**config.mk**
```make
export PLATFORM = sky130hd
export DESIGN_NAME = scancode_to_terminal_bytes
export DESIGN_NICKNAME = d
export VERILOG_FILES = /design/src/hdl/sctb_pkg.sv /design/src/hdl/sctb_front.sv /design/src/hdl/sctb_cmdq.sv /design/src/hdl/sctb_back.sv /design/src/hdl/scancode_to_terminal_bytes.sv
export SDC_FILE = /design/constraint.sdc
export NUM_CORES = 1
export LEC_CHECK = 0
export BUFFER_PORTS_ARGS = -buffer_cell sky130_fd_sc_hd__buf_2
export CAP_MARGIN = 20
export CELL_PAD_IN_SITES_DETAIL_PLACEMENT = 1
export CELL_PAD_IN_SITES_GLOBAL_PLACEMENT = 2
export CORE_ASPECT_RATIO = 0.5
export CORE_UTILIZATION = 39
export CTS_CLUSTER_SIZE = 12
export DETAILED_ROUTE_END_ITERATION = 16
export PLACE_DENSITY_LB_ADDON = 0.1
export SLEW_MARGIN = 20
export SYNTH_ARGS = -nofsm -noshare
export SYNTH_HDL_FRONTEND = slang
export SYNTH_SLANG_ARGS = --single-unit
```
**constraint.sdc**
```tcl
create_clock -name clk -period 4.2 [get_ports clk]
set_input_delay 0.84 -clock clk [delete_from_list [all_inputs] [get_ports clk]]
set_output_delay 0.84 -clock clk [all_outputs]
set_load 0.02 [all_outputs]
```
**src/hdl/sctb_pkg.sv**
```systemverilog
`timescale 1ns / 1ps
// ----------------------------------------------------------------------------
// sctb_pkg: shared types, constants and tables
// Scancode values, command and result types, the set-1 key maps and the
// helpers that expand one command into its result transactions.
// ----------------------------------------------------------------------------
package sctb_pkg;

    // Scancode constants
    localparam logic [7:0] SC_PREFIX_EXT = 8'hE0;
    localparam int         RELEASE_BIT   = 7;
    localparam logic [6:0] KEY_CTRL      = 7'h1D;
    localparam logic [6:0] KEY_ALT       = 7'h38;
    localparam logic [6:0] KEY_CAPS      = 7'h3A;
    localparam logic [6:0] KEY_LSHIFT    = 7'h2A;
    localparam logic [6:0] KEY_RSHIFT    = 7'h36;
    localparam logic [6:0] KEY_C         = 7'h2E;
    localparam logic [6:0] KEY_F1        = 7'h3B;
    localparam logic [6:0] KEY_F5        = 7'h3F;
    localparam logic [6:0] KEY_F6        = 7'h40;
    localparam logic [6:0] KEY_F10       = 7'h44;
    localparam logic [6:0] KEY_F11       = 7'h57;
    localparam logic [6:0] KEY_F12       = 7'h58;
    localparam logic [6:0] KEY_UP        = 7'h48;
    localparam logic [6:0] KEY_DOWN      = 7'h50;
    localparam logic [6:0] KEY_RIGHT     = 7'h4D;
    localparam logic [6:0] KEY_LEFT      = 7'h4B;
    localparam logic [6:0] KEY_HOME      = 7'h47;
    localparam logic [6:0] KEY_END       = 7'h4F;
    localparam logic [6:0] KEY_DELETE    = 7'h53;

    // Function key targets
    localparam logic [3:0] FKEY_F11_TGT  = 4'd10;
    localparam logic [3:0] FKEY_F12_TGT  = 4'd11;
    localparam logic [3:0] FKEY_LO_COUNT = 4'd5;

    // Terminal bytes
    localparam logic [7:0] ASCII_ESC     = 8'h1B;
    localparam logic [7:0] ASCII_LBRACK  = 8'h5B;
    localparam logic [7:0] ASCII_ETX     = 8'h03;
    localparam logic [7:0] ASCII_TILDE   = 8'h7E;
    localparam logic [7:0] ASCII_THREE   = 8'h33;
    localparam logic [7:0] ASCII_UPPER_A = 8'h41;
    localparam logic [7:0] ASCII_LOWER_A = 8'h61;
    localparam logic [7:0] ASCII_LOWER_Z = 8'h7A;
    localparam logic [7:0] CASE_OFFSET   = 8'h20;
    localparam logic [7:0] CTRL_OFFSET   = 8'h60;

    // Configuration port
    localparam int         CFG_IDX_W     = 1;
    localparam int         CFG_DATA_W    = 4;
    localparam logic [CFG_IDX_W-1:0] CFG_GRAPHICS = 1'd0;
    localparam logic [CFG_IDX_W-1:0] CFG_CONSOLES = 1'd1;
    localparam logic [3:0] CONSOLES_RESET = 4'd1;

    typedef enum logic [2:0] {
        OP_CHAR     = 3'd0,  // single character byte
        OP_INTR     = 3'd1,  // ctrl-C: 0x03 plus interrupt flag
        OP_SWITCH   = 3'd2,  // console switch, no byte
        OP_CSI3     = 3'd3,  // ESC [ arg
        OP_DELETE   = 3'd4,  // ESC [ 3 ~
        OP_FKEY_LO  = 3'd5,  // ESC [ [ arg  (F1..F5)
        OP_FKEY_HI  = 3'd6   // ESC [ d d ~  (F6..F12)
    } op_t;

    typedef struct packed {
        op_t        op;
        logic [7:0] arg;
    } cmd_t;

    typedef struct packed {
        logic [7:0] out_byte;
        logic       has_byte;
        logic       switch_request;
        logic [3:0] target_console;
        logic       interrupt_request;
        logic       last;
    } res_t;

    function automatic logic [7:0] plain_map(logic [6:0] code);
        logic [7:0] c;
        case (code)
            7'd1:  c = 8'h1B;
            7'd2:  c = "1";
            7'd3:  c = "2";
            7'd4:  c = "3";
            7'd5:  c = "4";
            7'd6:  c = "5";
            7'd7:  c = "6";
            7'd8:  c = "7";
            7'd9:  c = "8";
            7'd10: c = "9";
            7'd11: c = "0";
            7'd12: c = "-";
            7'd13: c = "=";
            7'd14: c = 8'h08;
            7'd15: c = 8'h09;
            7'd16: c = "q";
            7'd17: c = "w";
            7'd18: c = "e";
            7'd19: c = "r";
            7'd20: c = "t";
            7'd21: c = "y";
            7'd22: c = "u";
            7'd23: c = "i";
            7'd24: c = "o";
            7'd25: c = "p";
            7'd26: c = 8'h5B;
            7'd27: c = 8'h5D;
            7'd28: c = 8'h0D;
            7'd30: c = "a";
            7'd31: c = "s";
            7'd32: c = "d";
            7'd33: c = "f";
            7'd34: c = "g";
            7'd35: c = "h";
            7'd36: c = "j";
            7'd37: c = "k";
            7'd38: c = "l";
            7'd39: c = 8'h3B;
            7'd40: c = 8'h27;
            7'd41: c = 8'h60;
            7'd43: c = 8'h5C;
            7'd44: c = "z";
            7'd45: c = "x";
            7'd46: c = "c";
            7'd47: c = "v";
            7'd48: c = "b";
            7'd49: c = "n";
            7'd50: c = "m";
            7'd51: c = 8'h2C;
            7'd52: c = 8'h2E;
            7'd53: c = 8'h2F;
            7'd55: c = 8'h2A;
            7'd57: c = 8'h20;
            7'd74: c = 8'h2D;
            7'd78: c = 8'h2B;
            default: c = 8'h00;
        endcase
        return c;
    endfunction

    function automatic logic [7:0] shifted_map(logic [6:0] code);
        logic [7:0] c;
        case (code)
            7'd2:  c = 8'h21;
            7'd3:  c = 8'h40;
            7'd4:  c = 8'h23;
            7'd5:  c = 8'h24;
            7'd6:  c = 8'h25;
            7'd7:  c = 8'h5E;
            7'd8:  c = 8'h26;
            7'd9:  c = 8'h2A;
            7'd10: c = 8'h28;
            7'd11: c = 8'h29;
            7'd12: c = 8'h5F;
            7'd13: c = 8'h2B;
            7'd26: c = 8'h7B;
            7'd27: c = 8'h7D;
            7'd39: c = 8'h3A;
            7'd40: c = 8'h22;
            7'd41: c = 8'h7E;
            7'd43: c = 8'h7C;
            7'd51: c = 8'h3C;
            7'd52: c = 8'h3E;
            7'd53: c = 8'h3F;
            default:
            begin
                c = plain_map(code);
                if (c >= ASCII_LOWER_A && c <= ASCII_LOWER_Z)
                begin
                    c = c - CASE_OFFSET;
                end
            end
        endcase
        return c;
    endfunction

    // Two ASCII digits for F6..F12 (index 0..6): 17..21, 23, 24
    function automatic logic [15:0] fkey_digits(logic [2:0] idx);
        logic [15:0] d;
        case (idx)
            3'd0:    d = "17";
            3'd1:    d = "18";
            3'd2:    d = "19";
            3'd3:    d = "20";
            3'd4:    d = "21";
            3'd5:    d = "23";
            3'd6:    d = "24";
            default: d = "00";
        endcase
        return d;
    endfunction

    function automatic logic [2:0] result_len(op_t op);
        logic [2:0] n;
        case (op)
            OP_CSI3:    n = 3'd3;
            OP_DELETE:  n = 3'd4;
            OP_FKEY_LO: n = 3'd4;
            OP_FKEY_HI: n = 3'd5;
            default:    n = 3'd1;
        endcase
        return n;
    endfunction

    function automatic res_t result_item(cmd_t cmd, logic [2:0] pos);
        res_t        r;
        logic [15:0] dig;
        logic [7:0]  b2;
        logic [7:0]  b3;
        logic [7:0]  b4;
        r   = '0;
        dig = fkey_digits(cmd.arg[2:0]);
        b2  = cmd.arg;
        b3  = ASCII_TILDE;
        b4  = ASCII_TILDE;
        r.last = (pos == result_len(cmd.op) - 3'd1);
        case (cmd.op)
            OP_CHAR:
            begin
                r.out_byte = cmd.arg;
                r.has_byte = 1'b1;
            end
            OP_INTR:
            begin
                r.out_byte          = ASCII_ETX;
                r.has_byte          = 1'b1;
                r.interrupt_request = 1'b1;
            end
            OP_SWITCH:
            begin
                r.switch_request = 1'b1;
                r.target_console = cmd.arg[3:0];
            end
            default:
            begin
                case (cmd.op)
                    OP_DELETE:  b2 = ASCII_THREE;
                    OP_FKEY_LO:
                    begin
                        b2 = ASCII_LBRACK;
                        b3 = cmd.arg;
                    end
                    OP_FKEY_HI:
                    begin
                        b2 = dig[15:8];
                        b3 = dig[7:0];
                    end
                    default:    b2 = cmd.arg;
                endcase
                r.has_byte = 1'b1;
                case (pos)
                    3'd0:    r.out_byte = ASCII_ESC;
                    3'd1:    r.out_byte = ASCII_LBRACK;
                    3'd2:    r.out_byte = b2;
                    3'd3:    r.out_byte = b3;
                    default: r.out_byte = b4;
                endcase
            end
        endcase
        return r;
    endfunction

endpackage

```
**src/hdl/sctb_front.sv**
```systemverilog
`timescale 1ns / 1ps
// ----------------------------------------------------------------------------
// sctb_front: scancode classifier
// Tracks prefix and modifier state and turns each accepted scancode into at
// most one command for the expansion stage. Holds the configuration registers.
// ----------------------------------------------------------------------------
module sctb_front
(
    input  logic                             clk,
    input  logic                             rst_n,
    input  logic                             push,
    input  logic [7:0]                       scan_byte,
    input  logic                             q_full,
    input  logic                             cfg_write,
    input  logic [sctb_pkg::CFG_IDX_W-1:0]   cfg_index,
    input  logic [sctb_pkg::CFG_DATA_W-1:0]  cfg_data,
    output logic                             cmd_push,
    output sctb_pkg::cmd_t                   cmd
);

    logic       lshift_reg, lshift_next;
    logic       rshift_reg, rshift_next;
    logic       ctrl_reg, ctrl_next;
    logic       alt_reg, alt_next;
    logic       caps_reg, caps_next;
    logic       ext_reg, ext_next;
    logic       gfx_reg, gfx_next;
    logic [3:0] consoles_reg, consoles_next;

    logic       accept;
    logic       rel;
    logic [6:0] code;
    logic       shift;
    logic       fkey_hit;
    logic [3:0] fkey_tgt;
    logic [7:0] plain_c;
    logic [7:0] char_c;
    logic       plain_letter;
    logic       emit;

    assign accept = push && !q_full;
    assign rel    = scan_byte[sctb_pkg::RELEASE_BIT];
    assign code   = scan_byte[6:0];
    assign shift  = lshift_reg || rshift_reg;

    always_comb
    begin
        fkey_hit = 1'b1;
        fkey_tgt = 4'd0;
        if (code inside {[sctb_pkg::KEY_F1:sctb_pkg::KEY_F10]})
        begin
            fkey_tgt = 4'(code - sctb_pkg::KEY_F1);
        end
        else if (code == sctb_pkg::KEY_F11)
        begin
            fkey_tgt = sctb_pkg::FKEY_F11_TGT;
        end
        else if (code == sctb_pkg::KEY_F12)
        begin
            fkey_tgt = sctb_pkg::FKEY_F12_TGT;
        end
        else
        begin
            fkey_hit = 1'b0;
        end
    end

    // Printable character with shift and caps rules applied
    always_comb
    begin
        plain_c      = sctb_pkg::plain_map(code);
        plain_letter = (plain_c >= sctb_pkg::ASCII_LOWER_A) &&
                       (plain_c <= sctb_pkg::ASCII_LOWER_Z);
        char_c       = plain_c;
        if (!plain_letter && shift)
        begin
            char_c = sctb_pkg::shifted_map(code);
        end
        if (char_c >= sctb_pkg::ASCII_LOWER_A && char_c <= sctb_pkg::ASCII_LOWER_Z &&
            (caps_reg != shift))
        begin
            char_c = char_c - sctb_pkg::CASE_OFFSET;
        end
    end

    always_comb
    begin
        lshift_next   = lshift_reg;
        rshift_next   = rshift_reg;
        ctrl_next     = ctrl_reg;
        alt_next      = alt_reg;
        caps_next     = caps_reg;
        ext_next      = ext_reg;
        gfx_next      = gfx_reg;
        consoles_next = consoles_reg;
        emit          = 1'b0;
        cmd.op        = sctb_pkg::OP_CHAR;
        cmd.arg       = 8'd0;

        if (cfg_write)
        begin
            case (cfg_index)
                sctb_pkg::CFG_GRAPHICS: gfx_next      = cfg_data[0];
                sctb_pkg::CFG_CONSOLES: consoles_next = cfg_data;
                default: ;
            endcase
        end

        if (scan_byte == sctb_pkg::SC_PREFIX_EXT)
        begin
            ext_next = 1'b1;
        end
        else
        begin
            ext_next = 1'b0;
            if (ext_reg)
            begin
                if (rel)
                begin
                    if (code == sctb_pkg::KEY_CTRL)     ctrl_next = 1'b0;
                    else if (code == sctb_pkg::KEY_ALT) alt_next  = 1'b0;
                end
                else if (code == sctb_pkg::KEY_CTRL) ctrl_next = 1'b1;
                else if (code == sctb_pkg::KEY_ALT)  alt_next  = 1'b1;
                else if (!gfx_reg)
                begin
                    emit    = 1'b1;
                    cmd.op  = sctb_pkg::OP_CSI3;
                    case (code)
                        sctb_pkg::KEY_UP:     cmd.arg = "A";
                        sctb_pkg::KEY_DOWN:   cmd.arg = "B";
                        sctb_pkg::KEY_RIGHT:  cmd.arg = "C";
                        sctb_pkg::KEY_LEFT:   cmd.arg = "D";
                        sctb_pkg::KEY_HOME:   cmd.arg = "H";
                        sctb_pkg::KEY_END:    cmd.arg = "F";
                        sctb_pkg::KEY_DELETE: cmd.op  = sctb_pkg::OP_DELETE;
                        default:              emit    = 1'b0;
                    endcase
                end
            end
            else if (rel)
            begin
                if (code == sctb_pkg::KEY_LSHIFT)      lshift_next = 1'b0;
                else if (code == sctb_pkg::KEY_RSHIFT) rshift_next = 1'b0;
                else if (code == sctb_pkg::KEY_CTRL)   ctrl_next   = 1'b0;
                else if (code == sctb_pkg::KEY_ALT)    alt_next    = 1'b0;
            end
            else if (code == sctb_pkg::KEY_LSHIFT) lshift_next = 1'b1;
            else if (code == sctb_pkg::KEY_RSHIFT) rshift_next = 1'b1;
            else if (code == sctb_pkg::KEY_CTRL)   ctrl_next   = 1'b1;
            else if (code == sctb_pkg::KEY_ALT)    alt_next    = 1'b1;
            else if (code == sctb_pkg::KEY_CAPS)   caps_next   = !caps_reg;
            else if (ctrl_reg && alt_reg && !gfx_reg && fkey_hit &&
                     (fkey_tgt < consoles_reg))
            begin
                emit    = 1'b1;
                cmd.op  = sctb_pkg::OP_SWITCH;
                cmd.arg = {4'd0, fkey_tgt};
            end
            else if (gfx_reg)
            begin
                emit = 1'b0;
            end
            else if (!ctrl_reg && !alt_reg && fkey_hit)
            begin
                emit = 1'b1;
                if (fkey_tgt < sctb_pkg::FKEY_LO_COUNT)
                begin
                    cmd.op  = sctb_pkg::OP_FKEY_LO;
                    cmd.arg = sctb_pkg::ASCII_UPPER_A + {4'd0, fkey_tgt};
                end
                else
                begin
                    cmd.op  = sctb_pkg::OP_FKEY_HI;
                    cmd.arg = {4'd0, fkey_tgt - sctb_pkg::FKEY_LO_COUNT};
                end
            end
            else if (ctrl_reg && code == sctb_pkg::KEY_C)
            begin
                emit   = 1'b1;
                cmd.op = sctb_pkg::OP_INTR;
            end
            else if (ctrl_reg && plain_letter)
            begin
                emit    = 1'b1;
                cmd.arg = plain_c - sctb_pkg::CTRL_OFFSET;
            end
            else if (char_c != 8'd0)
            begin
                emit    = 1'b1;
                cmd.arg = char_c;
            end
        end
    end

    assign cmd_push = accept && emit;

    always_ff @(posedge clk or negedge rst_n)
    begin
        if (!rst_n)
        begin
            lshift_reg   <= 1'b0;
            rshift_reg   <= 1'b0;
            ctrl_reg     <= 1'b0;
            alt_reg      <= 1'b0;
            caps_reg     <= 1'b0;
            ext_reg      <= 1'b0;
            gfx_reg      <= 1'b0;
            consoles_reg <= sctb_pkg::CONSOLES_RESET;
        end
        else
        begin
            gfx_reg      <= gfx_next;
            consoles_reg <= consoles_next;
            if (accept)
            begin
                lshift_reg <= lshift_next;
                rshift_reg <= rshift_next;
                ctrl_reg   <= ctrl_next;
                alt_reg    <= alt_next;
                caps_reg   <= caps_next;
                ext_reg    <= ext_next;
            end
        end
    end

endmodule

```
**src/hdl/sctb_cmdq.sv**
```systemverilog
`timescale 1ns / 1ps
// ----------------------------------------------------------------------------
// sctb_cmdq: command queue
// Small flop-based FIFO between the classifier and the expansion stage.
// ----------------------------------------------------------------------------
module sctb_cmdq
#(
    parameter int DEPTH = 2
)
(
    input  logic           clk,
    input  logic           rst_n,
    input  logic           wr_en,
    input  sctb_pkg::cmd_t wr_data,
    output logic           full,
    input  logic           rd_en,
    output sctb_pkg::cmd_t rd_data,
    output logic           nonempty
);

    localparam int PTR_W = (DEPTH > 1) ? $clog2(DEPTH) : 1;
    localparam int CNT_W = $clog2(DEPTH + 1);
    localparam logic [PTR_W-1:0] LAST_PTR = PTR_W'(DEPTH - 1);
    localparam logic [CNT_W-1:0] FULL_CNT = CNT_W'(DEPTH);

    sctb_pkg::cmd_t   mem_reg [DEPTH];
    logic [PTR_W-1:0] wr_ptr_reg, wr_ptr_next;
    logic [PTR_W-1:0] rd_ptr_reg, rd_ptr_next;
    logic [CNT_W-1:0] count_reg, count_next;
    logic             do_wr;
    logic             do_rd;

    assign full     = (count_reg == FULL_CNT);
    assign nonempty = (count_reg != '0);
    assign rd_data  = mem_reg[rd_ptr_reg];
    assign do_wr    = wr_en && !full;
    assign do_rd    = rd_en && nonempty;

    always_comb
    begin
        wr_ptr_next = wr_ptr_reg;
        rd_ptr_next = rd_ptr_reg;
        count_next  = count_reg;
        if (do_wr)
        begin
            wr_ptr_next = (wr_ptr_reg == LAST_PTR) ? '0 : wr_ptr_reg + 1'b1;
        end
        if (do_rd)
        begin
            rd_ptr_next = (rd_ptr_reg == LAST_PTR) ? '0 : rd_ptr_reg + 1'b1;
        end
        case ({do_wr, do_rd})
            2'b10:   count_next = count_reg + 1'b1;
            2'b01:   count_next = count_reg - 1'b1;
            default: count_next = count_reg;
        endcase
    end

    always_ff @(posedge clk or negedge rst_n)
    begin
        if (!rst_n)
        begin
            wr_ptr_reg <= '0;
            rd_ptr_reg <= '0;
            count_reg  <= '0;
        end
        else
        begin
            wr_ptr_reg <= wr_ptr_next;
            rd_ptr_reg <= rd_ptr_next;
            count_reg  <= count_next;
        end
    end

    always_ff @(posedge clk)
    begin
        if (do_wr)
        begin
            mem_reg[wr_ptr_reg] <= wr_data;
        end
    end

    // pointers meet only when the queue is empty or full
    a_ptr_count: assert property (@(posedge clk) disable iff (!rst_n)
        (wr_ptr_reg == rd_ptr_reg) |-> (count_reg == '0 || count_reg == FULL_CNT))
        else $error("cmdq pointers and count disagree");

endmodule

```
**src/hdl/sctb_back.sv**
```systemverilog
`timescale 1ns / 1ps
// ----------------------------------------------------------------------------
// sctb_back: command expansion
// Walks one command through its result transactions, one per cycle while the
// output slot is free or popped, into a registered output slot.
// ----------------------------------------------------------------------------
module sctb_back
(
    input  logic           clk,
    input  logic           rst_n,
    input  logic           q_nonempty,
    input  sctb_pkg::cmd_t q_data,
    output logic           q_take,
    input  logic           pop,
    output logic           out_valid,
    output sctb_pkg::res_t out_res
);

    sctb_pkg::cmd_t cmd_reg, cmd_next;
    logic           cmd_valid_reg, cmd_valid_next;
    logic [2:0]     pos_reg, pos_next;
    sctb_pkg::res_t out_reg, out_next;
    logic           out_valid_reg, out_valid_next;

    sctb_pkg::res_t cur;
    logic           load_out;
    logic           cmd_done;

    always_comb
    begin
        cur      = sctb_pkg::result_item(cmd_reg, pos_reg);
        load_out = cmd_valid_reg && (!out_valid_reg || pop);
        cmd_done = load_out && cur.last;
        q_take   = q_nonempty && (!cmd_valid_reg || cmd_done);

        cmd_next       = q_take ? q_data : cmd_reg;
        cmd_valid_next = q_take ? 1'b1 : (cmd_done ? 1'b0 : cmd_valid_reg);
        if (cmd_done || !cmd_valid_reg)
        begin
            pos_next = 3'd0;
        end
        else if (load_out)
        begin
            pos_next = pos_reg + 3'd1;
        end
        else
        begin
            pos_next = pos_reg;
        end
        out_next       = load_out ? cur : out_reg;
        out_valid_next = load_out ? 1'b1 : (pop ? 1'b0 : out_valid_reg);
    end

    assign out_valid = out_valid_reg;
    assign out_res   = out_reg;

    always_ff @(posedge clk or negedge rst_n)
    begin
        if (!rst_n)
        begin
            cmd_valid_reg <= 1'b0;
            pos_reg       <= 3'd0;
            out_valid_reg <= 1'b0;
        end
        else
        begin
            cmd_valid_reg <= cmd_valid_next;
            pos_reg       <= pos_next;
            out_valid_reg <= out_valid_next;
        end
    end

    always_ff @(posedge clk)
    begin
        cmd_reg <= cmd_next;
        out_reg <= out_next;
    end

    a_pos_range: assert property (@(posedge clk) disable iff (!rst_n)
        cmd_valid_reg |-> (pos_reg < sctb_pkg::result_len(cmd_reg.op)))
        else $error("expansion position past end of sequence");

    a_switch_alone: assert property (@(posedge clk) disable iff (!rst_n)
        (out_valid_reg && out_reg.switch_request) |-> (!out_reg.has_byte && out_reg.last))
        else $error("switch request carries a byte or is not last");

    a_intr_etx: assert property (@(posedge clk) disable iff (!rst_n)
        (out_valid_reg && out_reg.interrupt_request) |->
            (out_reg.has_byte && out_reg.out_byte == sctb_pkg::ASCII_ETX && out_reg.last))
        else $error("interrupt request without ETX byte");

endmodule

```
**src/hdl/scancode_to_terminal_bytes.sv**
```systemverilog
`timescale 1ns / 1ps
// ----------------------------------------------------------------------------
// scancode_to_terminal_bytes: set-1 scancode to terminal byte decoder
// Path: command queue, expansion command register, registered output slot.
// Throughput: one scancode per cycle in while full is low; one result per cycle
// out while the slot is free or popped, a command's 1..5 results in sequence.
// Reset: rst_n clears modifier/prefix state, queue and output slot; graphics
// mode resets to 0, console count to 1.
// ----------------------------------------------------------------------------
//
// Structure:
//   sctb_front  - classifies each accepted scancode against the modifier
//                 state and emits at most one command (char, ctrl-C, console
//                 switch or an escape sequence id). Scancodes that only change
//                 state produce no command.
//   sctb_cmdq   - QUEUE_DEPTH-entry command FIFO. Its full flag is the input
//                 full, so scancodes keep flowing while the back end is busy.
//   sctb_back   - expands the head command into its results, one per cycle
//                 while the registered output slot is empty or being popped.
//
// Sustained rate is set by the expansion stage: the output side moves one
// transaction per cycle when pop is held high.
module scancode_to_terminal_bytes
#(
    parameter int QUEUE_DEPTH = 2
)
(
    input  logic                             clk,
    input  logic                             rst_n,
    // scancode input
    input  logic                             push,
    output logic                             full,
    input  logic [7:0]                       scan_byte,
    // result output
    output logic                             empty,
    input  logic                             pop,
    output logic [7:0]                       out_byte,
    output logic                             has_byte,
    output logic                             switch_request,
    output logic [3:0]                       target_console,
    output logic                             interrupt_request,
    output logic                             last,
    // configuration
    input  logic                             cfg_write,
    input  logic [sctb_pkg::CFG_IDX_W-1:0]   cfg_index,
    input  logic [sctb_pkg::CFG_DATA_W-1:0]  cfg_data
);

    sctb_pkg::cmd_t front_cmd;
    logic           front_push;
    logic           q_full;
    sctb_pkg::cmd_t q_data;
    logic           q_nonempty;
    logic           q_take;
    logic           out_valid;
    sctb_pkg::res_t out_res;

    // input side stalls only when the command queue is full
    assign full = q_full;

    sctb_front u_front
    (
        .clk       (clk),
        .rst_n     (rst_n),
        .push      (push),
        .scan_byte (scan_byte),
        .q_full    (q_full),
        .cfg_write (cfg_write),
        .cfg_index (cfg_index),
        .cfg_data  (cfg_data),
        .cmd_push  (front_push),
        .cmd       (front_cmd)
    );

    sctb_cmdq #(
        .DEPTH (QUEUE_DEPTH)
    ) u_cmdq
    (
        .clk      (clk),
        .rst_n    (rst_n),
        .wr_en    (front_push),
        .wr_data  (front_cmd),
        .full     (q_full),
        .rd_en    (q_take),
        .rd_data  (q_data),
        .nonempty (q_nonempty)
    );

    sctb_back u_back
    (
        .clk        (clk),
        .rst_n      (rst_n),
        .q_nonempty (q_nonempty),
        .q_data     (q_data),
        .q_take     (q_take),
        .pop        (pop),
        .out_valid  (out_valid),
        .out_res    (out_res)
    );

    // result transaction fields straight from the output slot
    assign empty             = !out_valid;
    assign out_byte          = out_res.out_byte;
    assign has_byte          = out_res.has_byte;
    assign switch_request    = out_res.switch_request;
    assign target_console    = out_res.target_console;
    assign interrupt_request = out_res.interrupt_request;
    assign last              = out_res.last;

endmodule

```
==> flow_summary.json <==
{
  "grt_pass1_vias": 5475,
  "r2r_end": "u_cmdq.count_reg[1]",
  "seqCellArea_um2": 1970,
  "setup.worst_path.start": "scan_byte[1]",
  "cts_inserted_buffers": 9,
  "antenna_cells": 0,
  "maxCapViolCount": 0,
  "seqPwrFrac": 0.349,
  "area_delta_synth_final_pct": 27.4,
  "design_area_um2": 7290,
  "placed_cells_incl_taps": 933,
  "dieArea_um2": 15200,
  "use_met1": 0.322,
  "cts.sinks": 69,
  "grtUsageMet3": 0.0247,
  "synth_area_um2": 5720,
  "hold_violations": 0,
  "start_kind": "input port",
  "hold_path_class": "in2async",
  "die_w_um": 173,
  "vias_per_cell": 5.63,
  "min_period_over_period": 0.948,
  "synth_cell_types": 93,
  "end_kind": "flop",
  "setup_viol": 0,
  "postRouteAntennaNets": 0,
  "insertion_delay_ps": 330,
  "tightest_slew_ps": 632,
  "crit_end": "u_cmdq.count_reg[1]",
  "p_per_area_nw_per_um2": 427,
  "ys_seq_area_frac": 0.345,
  "worstPathCellList": "buf_6 -> clkinvlp_4 -> ha_4 -> and2_1 -> o311a_1 -> a311oi_2 -> a21oi_2 -> o221a_1 -> o2111ai_2 -> a31o_1 -> ha_4 -> a22o_4 -> a21o_1 -> ha_1 -> xnor2_1 -> nor2_1 -> xnor2_1",
  "stdcell_count": 951,
  "ys_warn_count": 0,
  "drc": 0,
  "cts-htree-levels": 3,
  "postSynthAreaPerCell_um2": 9.07,
  "drt-total-wl_mm": 18.1,
  "p_int_mw": 1.92,
  "ys.flop_type": "edfxtp_1",
  "p_switching_mw": 1.18,
  "cts_hold_buf": 0,
  "io_buffers": 35,
  "ir_drop_mv": 0.287,
  "grt_busiest_layer": "met2",
  "fill_cells": 1622,
  "path_clk_slew_ps": 60,
  "ioPinCount": 36,
  "drt-initial-drc-count": 355,
  "cp_data_required_time_ps": 4450,
  "r2r_cells": 14,
  "met2_usage": 0.442,
  "tritoncts": "built",
  "slew_headroom": 0.574,
  "syn_nets": 678,
  "r2r_start": "u_back.cmd_reg[9]",
  "critPathKind": "in2reg",
  "clock_path_buffers": 2,
  "cp_max_fo": 6,
  "p_clk_frac": 0.238,
  "swShare": 0.381,
  "root_buffer": "clkbuf_16",
  "cpPeakStageDelay_ps": 320,
  "synth_edf_count": 49,
  "synth_seq_cells": 69,
  "firstDrtPassIters": 4,
  "fin_skew_ps": 12.7,
  "outcome": "finished, final reports clean",
  "syn_inst": 631,
  "max_freq_ghz": 0.251,
  "nets": 802,
  "die_h_um": 87.6,
  "drv_slew": 0,
  "layout_common_cells": "113 x buf_4, 60 x nor2_1, 49 x edfxtp_1, 48 x nand2_1, 34 x buf_2",
  "start_util": 0.411,
  "cp_slowest_cell": "a311oi_2",
  "multi_input_area_um2": 3540,
  "largest_register_ffs": 22,
  "gp_congestion": 0.896,
  "core_area_um2": 13900,
  "antenna_found_initial": 0,
  "grt_max_degree": 25,
  "hpwlAfterDp_mm": 14.4,
  "worst_ep_arrival_time_ps": 4230,
  "layout_commonest_cell": "buf_4",
  "finalCriticalPeriod_ps": 3980,
  "rows": 30,
  "drive_above_1_share": 0.316,
  "vias": 5353,
  "wl_per_cell_um": 19.1,
  "p_comb_frac": 0.413,
  "place_area_um2": 6930,
  "grt_usage": 0.248,
  "async_reset_ff_frac": 0.290,
  "gr-total-overflow": 0,
  "grt_pass1_wl_mm": 29.5,
  "p_leak_nw": 2.99,
  "rsz0062_at_grt": "false",
  "rrSetupSlack_ps": 1180
}
==> worst min-delay path by stage <==
stage                                   from                  to  cells past startpoint
after floorplan           u_front.rshift_reg  u_front.rshift_reg                      1
after global placement    u_front.rshift_reg  u_front.rshift_reg                      1
after detailed placement  u_front.rshift_reg  u_front.rshift_reg                      1
after CTS                              rst_n    u_front.ctrl_reg                      1
after global routing                   rst_n    u_front.ctrl_reg                      1
final                                  rst_n    u_front.ctrl_reg                      1
==> stage by stage <==
step	worst slack, ps	utilization	hold WS [ps]	power (mW)	TNS (ps)
floorplan	-4.00	-	450	1.94	-87.9
global placement	-180	0.498	468	2.33	-1570
detailed placement	-212	0.498	488	2.36	-3960
CTS	106	0.519	487	3.11	0
global route	13.5	0.523	505	3.30	0
finish	220	0.523	470	3.11	0
==> metal layers <==
| metal | wire length [µm] | up-vias |
|---|---|---|
| li1 | - | 2596 |
| met1 | 8730 | 2633 |
| met2 | 8570 | 101 |
| met3 | 505 | 23 |
| met4 | 340 | 0 |
| met5 | 0 | - |
==> cell type report <==
type                            instances  share of cell area
Clock inverter                          6             0.00893
Multi-Input combinational cell        490               0.486
Inverter                               33              0.0185
Timing Repair Buffer                  152               0.152
Clock buffer                            9              0.0309
Sequential cell                        69               0.271
Tap cell                              192              0.0330
==> power by group through the flow <==
| stage | Clock (mW) | Combinational, mW | Sequential [mW] |
|---|---|---|---|
| 6_report | 0.739 | 1.28 | 1.08 |
| 5_1_grt | 0.778 | 1.41 | 1.11 |
| 4_1_cts | 0.752 | 1.27 | 1.09 |
| 3_5_place_dp | 0 | 1.26 | 1.10 |
| 3_3_place_gp | 0 | 1.24 | 1.09 |
| 2_1_floorplan | 0 | 0.852 | 1.08 |
==> kinds of logic (layout without fill, tap and decap cells) <==
| family | Yosys count | count (layout) | synth area share |
|---|---|---|---|
| simple gates | 243 | 243 | 0.223 |
| compound gates | 174 | 174 | 0.225 |
| buf+inv | 72 | 200 | 0.0636 |
| flops | 69 | 69 | 0.345 |
| fa+ha+maj | 29 | 29 | 0.0634 |
| mux | 29 | 29 | 0.0571 |
| xor+xnor | 15 | 15 | 0.0230 |
==> timing repair <==
item	in CTS	in global routing
setup endpoints to repair	0	25
setup buffers	0	3
resized for setup	0	14
==> worst max-delay path: cells and delay by family <==
family                     cells  cell delay, ps
and+or+nand+nor                2             280
adders and majority gates      3             690
AOI/OAI and AO/OA              8            1920
xor gates and xnor gates       2             240
buffers and inverters          2             240
==> Yosys cell counts (3+ instances only) <==
library cell	instances	area share
a31o_2	3	0.0046
a21o_1	6	0.0079
o21a_1	4	0.0052
nor3b_1	3	0.0039
o21ai_0	27	0.024
xnor2_1	10	0.015
nand2_1	48	0.031
edfxtp_1	49	0.26
o221ai_1	3	0.0046
nor4_1	7	0.0077
o21bai_1	3	0.0039
clkbuf_1	17	0.011
and3_1	10	0.011
o22ai_1	7	0.0077
a211oi_1	10	0.013
dfrtp_1	19	0.083
or3_1	5	0.0055
a311o_1	3	0.0052
a221oi_1	3	0.0046
a21oi_1	32	0.028
nor3_1	22	0.019
a31oi_1	10	0.011
o211ai_1	5	0.0066
buf_6	10	0.020
nor2b_1	15	0.016
inv_1	32	0.021
o21ai_1	5	0.0044
nand3_1	11	0.0096
a22o_1	4	0.0061
nor2_1	60	0.039
nand4_1	5	0.0055
ha_1	29	0.063
buf_2	9	0.0079
mux2_2	19	0.037
xor2_1	5	0.0077
or2_1	3	0.0033
nand3b_1	4	0.0052
o2111ai_1	4	0.0061
o31ai_1	4	0.0052
mux2i_1	9	0.016
and2_1	8	0.0087
or2_2	5	0.0055
nand2b_1	19	0.021
Power figures use the tool's default switching activity.
